==> src/rtl/assert_macros.svh <==
// ----------------------------------------------------------------------------
// Assertion macros
// Shared concurrent assertion wrappers, compiled out with NO_ASSERTIONS.
// ----------------------------------------------------------------------------
`ifndef ASSERT_MACROS_SVH
`define ASSERT_MACROS_SVH

`ifndef NO_ASSERTIONS
// Clocked assertion, disabled while reset is asserted.
`define ASSERT_CLKD(label, clk, rst_n, prop, msg) \
	label: assert property (@(posedge clk) disable iff (!rst_n) prop) else $error(msg);
// Clocked assertion that is also checked during reset.
`define ASSERT_ALWAYS(label, clk, prop, msg) \
	label: assert property (@(posedge clk) prop) else $error(msg);
`else
`define ASSERT_CLKD(label, clk, rst_n, prop, msg)
`define ASSERT_ALWAYS(label, clk, prop, msg)
`endif

`endif

==> src/rtl/swdhte_pkg.sv <==
// ----------------------------------------------------------------------------
// SWD host transaction engine package
// Payload types, protocol codes, phases and the request header builder.
// ----------------------------------------------------------------------------
`default_nettype none

package swdhte_pkg;

	// Command codes carried in the opcode field.
	typedef enum logic [1:0] {
		OP_TICK  = 2'd0,
		OP_READ  = 2'd1,
		OP_WRITE = 2'd2,
		OP_TSEL  = 2'd3
	} opcode_t;

	// Transaction status codes.
	typedef enum logic [1:0] {
		STAT_OK     = 2'd0,
		STAT_FAULT  = 2'd1,
		STAT_PROTO  = 2'd2,
		STAT_PARITY = 2'd3
	} status_t;

	// Transaction phases.
	typedef enum logic [3:0] {
		PH_IDLE  = 4'd0,
		PH_REQ   = 4'd1,
		PH_TRN   = 4'd2,
		PH_ACK   = 4'd3,
		PH_RDATA = 4'd4,
		PH_RPAR  = 4'd5,
		PH_RTURN = 4'd6,
		PH_TURN  = 4'd7,
		PH_WDATA = 4'd8,
		PH_WPAR  = 4'd9
	} phase_t;

	// Acknowledge codes as received, first bit in bit 0.
	localparam logic [2:0] ACK_OK    = 3'b001;
	localparam logic [2:0] ACK_WAIT  = 3'b010;
	localparam logic [2:0] ACK_FAULT = 3'b100;

	// Fixed header sent for target select.
	localparam logic [7:0] TSEL_HEADER = 8'h99;

	// Bit counts of the request, acknowledge and data fields.
	localparam logic [5:0] REQ_BITS  = 6'd8;
	localparam logic [5:0] ACK_BITS  = 6'd3;
	localparam logic [5:0] DATA_BITS = 6'd32;

	typedef struct packed {
		opcode_t     opcode;
		logic        ap_not_dp;
		logic [1:0]  reg_addr;
		logic [31:0] write_data;
		logic        line_in;
	} swd_in_t;

	typedef struct packed {
		logic        line_out;
		logic        line_drive;
		logic        busy_res;
		logic        done_res;
		status_t     status;
		logic [31:0] read_data;
	} swd_out_t;

	// Request byte, sent LSB first: start, APnDP, RnW, A2, A3, parity, stop, park.
	function automatic logic [7:0] build_request(opcode_t cmd, logic ap, logic [1:0] addr);
		logic rnw;
		logic par;
		rnw = (cmd == OP_READ);
		par = ap ^ rnw ^ addr[0] ^ addr[1];
		if (cmd == OP_TSEL) begin
			build_request = TSEL_HEADER;
		end else begin
			build_request = {1'b1, 1'b0, par, addr[1], addr[0], rnw, ap, 1'b1};
		end
	endfunction

endpackage

`default_nettype wire

==> src/rtl/swd_host_transaction_engine.sv <==
// ----------------------------------------------------------------------------
// SWD host transaction engine
// Steps a Serial Wire Debug read, write or target-select transaction by one
// SWD clock period for every input transaction.
// ----------------------------------------------------------------------------
// Usage:
// Each input transaction on in_valid/in_ready is one SWD clock period. It
// carries a command (taken only while the engine is idle), the request fields,
// the write word and the data line level sampled in that period.
// For every input transaction exactly one output transaction appears on
// out_valid/out_ready: the line level and drive enable for that period, busy,
// done, status and, at the end of a read, the word read.
// The result is registered at the edge that accepts the input. Throughput is
// one period per cycle while the receiver does not stall, set by the single
// state update between the phase register and the result register.
// When the receiver stalls, the result holds in the output register and a new
// input is taken in the same cycle that the held result is taken.
// Reset returns the engine to idle with all held fields cleared and no result
// pending. Idle periods drive the line low.
// ----------------------------------------------------------------------------
`default_nettype none

`include "assert_macros.svh"

module swd_host_transaction_engine
	import swdhte_pkg::*;
(
	input  wire logic     clk,
	input  wire logic     arst_n,
	input  wire logic     in_valid,
	output logic          in_ready,
	input  wire swd_in_t  in_data,
	output logic          out_valid,
	input  wire logic     out_ready,
	output swd_out_t      out_data
);

	// Engine state.
	phase_t      phase_q;
	logic [5:0]  count_q;
	logic [31:0] shift_q;
	logic [2:0]  ack_q;
	opcode_t     cmd_q;
	logic        port_q;
	logic [1:0]  addr_q;
	logic [31:0] wword_q;
	logic        par_q;

	// Output register.
	logic        out_valid_q;
	swd_out_t    out_data_q;

	// Values after a command is captured in an idle period.
	phase_t      phase_e;
	logic [5:0]  count_e;
	logic [31:0] shift_e;
	opcode_t     cmd_e;
	logic        port_e;
	logic [1:0]  addr_e;
	logic [31:0] wword_e;

	// Next state.
	phase_t      phase_d;
	logic [5:0]  count_d;
	logic [31:0] shift_d;
	logic [2:0]  ack_d;
	logic        par_d;
	logic [5:0]  count_inc;
	logic [2:0]  ack_sampled;

	swd_out_t    res;
	logic        in_fire;
	logic        sample;

	assign in_fire  = in_valid && in_ready;
	assign in_ready = !out_valid_q || out_ready;
	assign sample   = in_data.line_in;

	// A command is taken only while idle; its start bit goes out in the same period.
	always_comb begin
		phase_e = phase_q;
		count_e = count_q;
		shift_e = shift_q;
		cmd_e   = cmd_q;
		port_e  = port_q;
		addr_e  = addr_q;
		wword_e = wword_q;
		if (phase_q == PH_IDLE && in_data.opcode != OP_TICK) begin
			cmd_e   = in_data.opcode;
			port_e  = in_data.ap_not_dp;
			addr_e  = in_data.reg_addr;
			wword_e = in_data.write_data;
			shift_e = {24'd0, build_request(in_data.opcode, in_data.ap_not_dp,
				in_data.reg_addr)};
			count_e = 6'd0;
			phase_e = PH_REQ;
		end
	end

	assign count_inc   = count_e + 6'd1;
	assign ack_sampled = ack_q | (3'(sample) << count_e[1:0]);

	// Next-state logic.
	always_comb begin
		phase_d = phase_e;
		count_d = count_e;
		shift_d = shift_e;
		ack_d   = ack_q;
		par_d   = par_q;
		unique case (phase_e)
			PH_IDLE: begin
			end
			PH_REQ: begin
				shift_d = {1'b0, shift_e[31:1]};
				count_d = count_inc;
				if (count_inc >= REQ_BITS) begin
					count_d = 6'd0;
					phase_d = PH_TRN;
				end
			end
			PH_TRN: begin
				ack_d   = 3'd0;
				count_d = 6'd0;
				phase_d = PH_ACK;
			end
			PH_ACK: begin
				ack_d   = ack_sampled;
				count_d = count_inc;
				if (count_inc >= ACK_BITS) begin
					count_d = 6'd0;
					if (cmd_e == OP_READ && ack_sampled == ACK_OK) begin
						shift_d = 32'd0;
						par_d   = 1'b0;
						phase_d = PH_RDATA;
					end else begin
						phase_d = PH_TURN;
					end
				end
			end
			PH_RDATA: begin
				shift_d = {sample, shift_e[31:1]};
				par_d   = par_q ^ sample;
				count_d = count_inc;
				if (count_inc >= DATA_BITS) begin
					count_d = 6'd0;
					phase_d = PH_RPAR;
				end
			end
			PH_RPAR: begin
				par_d   = par_q ^ sample;
				phase_d = PH_RTURN;
			end
			PH_RTURN: begin
				phase_d = PH_IDLE;
			end
			PH_TURN: begin
				if (cmd_e == OP_TSEL || ack_q == ACK_OK) begin
					shift_d = wword_e;
					par_d   = 1'b0;
					count_d = 6'd0;
					phase_d = PH_WDATA;
				end else if (ack_q == ACK_WAIT) begin
					shift_d = {24'd0, build_request(cmd_e, port_e, addr_e)};
					count_d = 6'd0;
					phase_d = PH_REQ;
				end else begin
					phase_d = PH_IDLE;
				end
			end
			PH_WDATA: begin
				par_d   = par_q ^ shift_e[0];
				shift_d = {1'b0, shift_e[31:1]};
				count_d = count_inc;
				if (count_inc >= DATA_BITS) begin
					count_d = 6'd0;
					phase_d = PH_WPAR;
				end
			end
			PH_WPAR: begin
				phase_d = PH_IDLE;
			end
			default: begin
				phase_d = PH_IDLE;
			end
		endcase
		if (phase_d == PH_IDLE) begin
			count_d = 6'd0;
		end
	end

	// Result for this period.
	always_comb begin
		res            = '0;
		res.status     = STAT_OK;
		res.busy_res   = (phase_d != PH_IDLE);
		unique case (phase_e)
			PH_IDLE: begin
				res.line_drive = 1'b1;
			end
			PH_REQ, PH_WDATA: begin
				res.line_drive = 1'b1;
				res.line_out   = shift_e[0];
			end
			PH_TRN, PH_ACK, PH_RDATA, PH_RPAR: begin
			end
			PH_RTURN: begin
				res.done_res = 1'b1;
				if (par_q) begin
					res.status = STAT_PARITY;
				end else begin
					res.read_data = shift_e;
				end
			end
			PH_TURN: begin
				if (!(cmd_e == OP_TSEL || ack_q == ACK_OK) && ack_q != ACK_WAIT) begin
					res.done_res = 1'b1;
					res.status   = (ack_q == ACK_FAULT) ? STAT_FAULT : STAT_PROTO;
				end
			end
			PH_WPAR: begin
				res.line_drive = 1'b1;
				res.line_out   = par_q;
				res.done_res   = 1'b1;
			end
			default: begin
				res.line_drive = 1'b1;
			end
		endcase
	end

	// State registers advance once per accepted period.
	always_ff @(posedge clk or negedge arst_n) begin
		if (!arst_n) begin
			phase_q <= PH_IDLE;
			count_q <= 6'd0;
			shift_q <= 32'd0;
			ack_q   <= 3'd0;
			cmd_q   <= OP_TICK;
			port_q  <= 1'b0;
			addr_q  <= 2'd0;
			wword_q <= 32'd0;
			par_q   <= 1'b0;
		end else if (in_fire) begin
			phase_q <= phase_d;
			count_q <= count_d;
			shift_q <= shift_d;
			ack_q   <= ack_d;
			cmd_q   <= cmd_e;
			port_q  <= port_e;
			addr_q  <= addr_e;
			wword_q <= wword_e;
			par_q   <= par_d;
		end
	end

	// Output valid flag.
	always_ff @(posedge clk or negedge arst_n) begin
		if (!arst_n) begin
			out_valid_q <= 1'b0;
		end else if (in_fire) begin
			out_valid_q <= 1'b1;
		end else if (out_ready) begin
			out_valid_q <= 1'b0;
		end
	end

	// Output payload.
	always_ff @(posedge clk) begin
		if (in_fire) begin
			out_data_q <= res;
		end
	end

	assign out_valid = out_valid_q;
	assign out_data  = out_data_q;

	// Assertions.
	`ASSERT_ALWAYS(a_reset_idle, clk, !arst_n |=> phase_q == PH_IDLE, "engine not idle after reset")
	`ASSERT_CLKD(a_done_not_busy, clk, arst_n, out_valid_q && out_data_q.done_res |-> !out_data_q.busy_res, "done period still reports busy")
	`ASSERT_CLKD(a_status_needs_done, clk, arst_n, out_valid_q && out_data_q.status != STAT_OK |-> out_data_q.done_res, "status without done")
	`ASSERT_CLKD(a_idle_drives, clk, arst_n, in_fire && phase_q == PH_IDLE |=> out_data_q.line_drive, "line released in an idle period")
	`ASSERT_CLKD(a_busy_tracks_phase, clk, arst_n, in_fire |=> out_data_q.busy_res == (phase_q != PH_IDLE), "busy does not match phase")

endmodule

`default_nettype wire

==> config.mk <==
export PLATFORM = sky130hd
export DESIGN_NAME = swd_host_transaction_engine
export DESIGN_NICKNAME = d
export VERILOG_FILES = /design/src/rtl/swdhte_pkg.sv /design/src/rtl/swd_host_transaction_engine.sv
export VERILOG_INCLUDE_DIRS = /design/src /design/src/rtl
export SDC_FILE = /design/constraint.sdc
export NUM_CORES = 1
export LEC_CHECK = 0
export BUFFER_PORTS_ARGS = -buffer_cell sky130_fd_sc_hd__buf_2
export CORE_ASPECT_RATIO = 0.6
export CORE_MARGIN = 1
export CORE_UTILIZATION = 51
export CTS_BUF_LIST = sky130_fd_sc_hd__clkbuf_16
export CTS_CLUSTER_SIZE = 14
export DETAILED_ROUTE_END_ITERATION = 12
export PLACE_DENSITY = 0.84
export SLEW_MARGIN = 20
export SYNTH_ARGS = -nofsm -noshare
export SYNTH_HDL_FRONTEND = slang
export SYNTH_SLANG_ARGS = --single-unit
==> constraint.sdc <==
create_clock -name clk -period 4.2 [get_ports clk]
set_input_delay 1.26 -clock clk [delete_from_list [all_inputs] [get_ports clk]]
set_output_delay 1.26 -clock clk [all_outputs]
set_load 0.03 [all_outputs]
* Word level (Yosys, flattened, before mapping)
Index checks and enable logic that the tools add are counted.
** Cells by class
- Reduce and logical (&&, ||, !) cells :: 24
- Mux-type cells :: 43
- Bitwise logic cells :: 10
- Equal/unequal tests :: 21
- Add/subtract/negate cells :: 1
- $lt $le $gt $ge :: 3
- Shift operators :: 1
** Operators with widths (number)
- $mux 32 :: 6
- $pmux 32 s4 :: 1
- $mux 6 :: 9
- $pmux 4 s8 :: 1
- $pmux 6 s5 :: 1
- $mux 4 :: 6
- $eq 4x3->1 const B :: 4
- $logic_not 4->1 :: 3
- $mux 2 :: 5
- $reduce_or 2->1 :: 5
- $eq 4x2->1 const B :: 2
- $eq 4x4->1 const B :: 2
- $mux 1 :: 8
- $reduce_bool 4->1 :: 2
- $xor 1x1->1 :: 8
- $add 6x1->6 const B :: 1
- $eq 3x1->1 const B :: 2
- $ge 6x2->1 const B :: 1
- $ge 6x4->1 const B :: 1
- $ge 6x6->1 const B :: 1
- $ne 2x2->1 const B :: 3
- $pmux 3 s2 :: 1
- $reduce_bool 2->1 :: 3
- $reduce_or 6->1 :: 1
- 18 further kinds :: 26
** Storage, ports and cells
- Output and inout bits :: 40
- Word-level logic and storage cells :: 119
- Input port bits :: 42
- Bits in registers :: 122

* Longest topological paths before layout
- Word-level depth :: 12
- Gate-level depth with buffers :: 14
- Depth with buffers taken out :: 11

* Worst setup path before layout
No wires, ideal clock.
- Path kind :: input port to flip-flop
- Start point :: input out_ready
- End point :: register phase_q[3]
- Slack :: 98 ps
- Library setup time :: 124 ps
- Required time :: 4076 ps
- Data arrival time :: 3978 ps
- Stages :: 7
- Cells stage by stage :: nand2b_1 > nand2_1 > inv_1 > buf_1 > buf_1 > o31ai_1 > a32o_1
** Between the ends
- Cells in the longest elaborated chain, start to end :: 2
** RTL lines
- from (decl) :: RTL line swd_host_transaction_engine.sv:34 : input wire logic out_ready,
- $logic_or 1x1->1 :: RTL line swd_host_transaction_engine.sv:76 : assign in_ready = !out_valid_q || out_ready;
- $logic_and 1x1->1 :: RTL line swd_host_transaction_engine.sv:75 : assign in_fire = in_valid && in_ready;
- via in_fire :: RTL line swd_host_transaction_engine.sv:72 : logic in_fire;
- to (signal assigned) :: RTL line swd_host_transaction_engine.sv:244 : phase_q <= phase_d;
- to (decl) :: RTL line swd_host_transaction_engine.sv:39 : phase_t phase_q;
The timed path passes the listed nets, and every way through them passes these cells.
A chain may end at the register's enable or synchronous reset.

* Final worst setup path
- Start point :: input in_data[36] (netlist name)
- End point :: register shift_q[19]
** Between the ends
- Cells in the longest elaborated chain, start to end :: 10
- Elaborated cells between the ends (all ways) :: 27
** RTL lines
- from (decl) :: RTL line swd_host_transaction_engine.sv:32 : input wire swd_in_t in_data,
- branches (longest 9 deep; another with $add 6x1->6)
- $pmux 32 s4 * :: RTL line swd_host_transaction_engine.sv:110 : unique case (phase_e)
- to (signal assigned) :: RTL line swd_host_transaction_engine.sv:246 : shift_q <= shift_d;
- to (decl) :: RTL line swd_host_transaction_engine.sv:41 : logic [31:0] shift_q;
Mark *: on every way between the ends.

==> results_tabular.tex <==
\begin{tabular}{lr}
\hline
Metric & Value \\
\hline
\multicolumn{2}{l}{\textbf{Logic synthesis}} \\
\quad Share of synthesized area occupied by flip-flops and latches & 52.7\% \\
\quad Combined area of all synthesized cells & 6160 um2 \\
\quad Main synth FF type & dfrtp\_1 \\
\quad Number of enable flip-flop cells after synthesis & 38 \\
\quad Share of flip-flops with an asynchronous set or reset after synthesis & 68.9\% \\
\quad Gate count after technology mapping & 548 \\
\quad Net count after synthesis & 592 \\
\quad Average size of a mapped cell & 11.2 um2 \\
\quad Flop and latch count out of synthesis & 122 \\
\quad Count of unique library cells instantiated by Yosys & 70 \\
\quad Count of synthesis-stage warnings from yosys & 0 \\
\multicolumn{2}{l}{\textbf{Setup path}} \\
\quad Register-to-Register Path Depth & 11 \\
\quad Critical path's most frequent cell & nand2\_1 \\
\quad Start point of the critical path & in\_data[36] \\
\quad Worst r2r src & phase\_q[3] \\
\quad Number of buffers and inverters on the critical path & 2 \\
\quad Critical register-to-register path endpoint & count\_q[2] \\
\quad Cell type group with the largest total delay on the critical path & simple AND/OR/NAND/NOR gates \\
\quad Register-to-register setup slack & 900 ps \\
\quad Category of the most critical setup path & in2reg \\
\quad Kind of end point of the critical path & flop \\
\quad Startpoint type of the worst setup path & input pin \\
\quad Cell with the largest stage delay on the worst path & o311ai\_2 \\
\quad Critical-path maximum fanout & 25 \\
\quad Signal arrival time at the worst endpoint & 3820 ps \\
\quad Largest incremental delay on the critical path & 410 ps \\
\quad Cell Chain, Critical Path & buf\_2 -> or2\_2 -> nand2\_1 -> nand2\_1 -> inv\_1 -> ha\_1 -> nand3\_1 -> o311ai\_2 -> nand4b\_4 -> nand3\_4 -> o2bb2ai\_1 \\
\quad Data required time of the critical path & $\sim$4500 ps \\
\multicolumn{2}{l}{\textbf{Die}} \\
\quad Top Ports & between 80 and 90 \\
\quad Width of the die & 144 um \\
\quad Rows & 30 \\
\quad Starting utilization of the core area & 53.4\% \\
\quad Area inside the core boundary & 11500 um2 \\
\quad Die span in y & 87.1 um \\
\quad Area of the die & 12500 um2 \\
\multicolumn{2}{l}{\textbf{Routing}} \\
\quad Drt wl/cell & 20.1 um \\
\quad Violation count after the first detailed-route iteration & 581 \\
\quad Highest layer used for signal routing & met4 \\
\quad Post-route antenna net violation count & 0 \\
\quad Met2 routed wirelength & approximately 6700 um \\
\quad Met1 Wirelength & 7350 um \\
\quad DRT Wirelength & 16100 um \\
\quad Drt first pass iters & 5 \\
\quad Wire length on met3 & roughly 1900 um \\
\quad Routed vias & 4959 \\
\quad Post-route DRC & 0 \\
\quad Via density per instance & 6.18 \\
\multicolumn{2}{l}{\textbf{STA}} \\
\quad Final worst path period share & 83.5\% \\
\quad Setup TNS & 0 ps \\
\quad Final Hold Viols & 0 \\
\quad Number of max-slew violations in the final report & 0 \\
\quad Clk\_skew & 7.06 ps \\
\quad Final worst hold slack & 500 ps \\
\quad Headroom to the max-slew limit & 43.8\% \\
\quad Worst Setup Slack, final & 693 ps \\
\quad Slew at the pin closest to its max-slew limit & 834 ps \\
\quad Clock period minus worst slack & 3510 ps \\
\quad Final setup violation count & 0 \\
\quad RSZ-0062 raised after global routing & no \\
\quad Fmax achieved & 0.285 GHz \\
\multicolumn{2}{l}{\textbf{Cells and area}} \\
\quad Fraction of final layout cells sized beyond drive strength 1 & roughly 29\% \\
\quad Commonest non-fill, non-tap cells in the layout & dfrtp\_1 (84), buf\_2 (80), mux2\_2 (38), edfxtp\_1 (38), nand2\_1 (32) \\
\quad Fillers & 912 \\
\quad FF/Latch Area & between 3000 and 4000 um2 \\
\quad Final standard cell area without fillers & 7380 um2 \\
\quad Count of inserted antenna diode cells & 0 \\
\quad Total number of nets in the final design & 673 \\
\quad Area of the multi-input gates & 2670 um2 \\
\quad Post-synthesis to final-layout area growth & 19.9\% \\
\quad Most frequent standard cell in the layout excluding fill and tap cells & dfrtp\_1 \\
\multicolumn{2}{l}{\textbf{Flow run}} \\
\quad Count of max-cap constraint violations & 0 \\
\multicolumn{2}{l}{\textbf{Min path}} \\
\quad Hold Path Origin & wword\_q[5] \\
\quad Type of the most critical hold path & reg2reg \\
\quad Worst Hold Endpoint & wword\_q[5] \\
\quad Hold Path Depth & 2 \\
\multicolumn{2}{l}{\textbf{Clock network}} \\
\quad TritonCTS Buffers & 17 \\
\quad CTS Hold Bufs & 0 \\
\quad Root Driver & clkbuf\_16 \\
\quad Clock slew at the register clock pins of the worst setup and hold paths & 60 ps \\
\quad Count of H-tree levels built during CTS & 4 \\
\quad TritonCTS clock tree & done \\
\quad Number of buffers added for setup after CTS & 0 \\
\quad Count of cells resized by post-cts repair & 0 \\
\quad Number of clock sinks seen by CTS & between 100 and 150 \\
\quad Insertion delay of the later-clocked pin in the worst-skew pair & just over 400 ps \\
\quad Deepest clock path buffer count & 2 \\
\multicolumn{2}{l}{\textbf{Global route}} \\
\quad Overall track demand over capacity in global routing & 27.3\% \\
\quad First-pass GRT wire length & 25200 um \\
\quad Number of antenna violations at the first check in global routing & 0 \\
\quad Remaining global-route overflow & 0 \\
\quad Via count of the first global-routing pass & $\sim$4600 \\
\quad Pin count of the biggest net entering global routing & 85 \\
\multicolumn{2}{l}{\textbf{Power and ir drop}} \\
\quad Max rail drop VDD & approximately 0.33 mV \\
\quad Static leakage & 3.09 nW \\
\quad Areal power density over the cells & 726 nW/um2 \\
\multicolumn{2}{l}{\textbf{Outcome}} \\
\quad Result of the run & completed \\
\multicolumn{2}{l}{\textbf{Place}} \\
\quad Post-place setup slack & 319 ps \\
\quad HPWL Detailed & 11300 um \\
\quad RD Place Congestion & roughly 0.9 \\
\quad Count of input and output buffers & just over 80 \\
\quad Placement Cell Area & just under 7000 um2 \\
\hline
\end{tabular}
-- logic make-up after synthesis --
group / count (synthesis) / synth area share (%)
AO/OA/AOI/OAI: 166 / 19.6
XOR/XNOR: 8 / 1.26
adder cells (fa/ha/maj): 2 / 0.406
buffers and inverters: 54 / 3.98
flip-flops: 122 / 52.7
multiplexers: 44 / 7.93
AND/OR/NAND/NOR: 152 / 14.1
-- routing by layer --
metal | vias up | GRT usage (%)
li1 | 2231 | -
met1 | 2417 | 41.7
met2 | 293 | 36.4
met3 | 18 | 8.74
met4 | 0 | 7.83
met5 | - | 0
-- cell usage after synthesis, types with 4 or more instances --
master      n  area (um2)
o31ai_1     4        30.0
buf_2       4        20.0
o2bb2ai_1  25         219
nand2_1    32         120
nor2b_1     4        25.0
clkbuf_1   26        97.6
o21ai_0    23         115
nand2b_1    8        50.1
mux2_2     38         428
inv_1      14        52.6
and2_1     29         181
nor2_1     25        93.8
o21a_1      5        37.5
xnor2_1     5        43.8
a21o_1      4        30.0
buf_6       5        56.3
o22ai_1     5        31.3
o221ai_1    7        61.3
dfrtp_1    84        2100
o22a_1      8        70.1
nor3_1     12        60.1
nand3_1    13        65.1
mux2i_1     6        60.1
a21oi_1    24         120
buf_1       5        18.8
a31oi_1    10        62.6
edfxtp_1   38        1140
a22oi_1    24         180
-- state kept, by name (all words and copies together) (netlist names), 2 cells and up --
signal	count
addr_q	2
count_q	6
phase_q	4
wword_q	32
ack_q	3
out_data	38
shift_q	32
cmd_q	2
-- how the worst max path moves through the flow --
| stage | endpoint | slack [ps] | cells past startpoint |
|---|---|---|---|
| finish | shift_q[19] | 690 | 11 |
| global route | shift_q[31] | 460 | 11 |
| CTS | shift_q[19] | 710 | 11 |
| detailed placement | shift_q[24] | 320 | 11 |
| global placement | shift_q[25] | 430 | 11 |
| floorplan | phase_q[3] | 100 | 7 |
-- power breakdown --
group / internal, mW / leakage (nW) / switching [mW]
Combinational: 0.749 / 1.33 / 1.08
Clock: 1.03 / 0.311 / 0.538
Sequential: 1.61 / 1.45 / 0.353
Total: 3.39 / 3.09 / 1.97
-- cell type report --
type                    count  share of cell area (%)
repair buffers            102                    7.71
multi-input cells         372                    36.2
inverters                  14                   0.712
clock buffers              18                    6.10
well taps                 160                    2.71
clock inverters            14                    2.61
flip-flops and latches    122                    43.9
-- through the flow --
| step | utilization (%) | power (mW) | instances |
|---|---|---|---|
| after floorplan | - | 3.21 | 548 |
| after global placement | 58.4 | 3.69 | 770 |
| after detailed placement | 58.4 | 3.74 | 770 |
| after CTS | 64.0 | 5.33 | 802 |
| after global routing | 64.1 | 5.62 | 802 |
| final | 64.1 | 5.36 | 802 |
-- tightest hold or removal path: cells and delay by family, from the launching register on --
| family | cells | cell delay (ps) |
|---|---|---|
| AND/OR/NAND/NOR | 1 | 50 |
| AO/OA/AOI/OAI | 1 | 60 |
| flip-flops | 1 | 350 |
(Power assumes the default switching activity.)
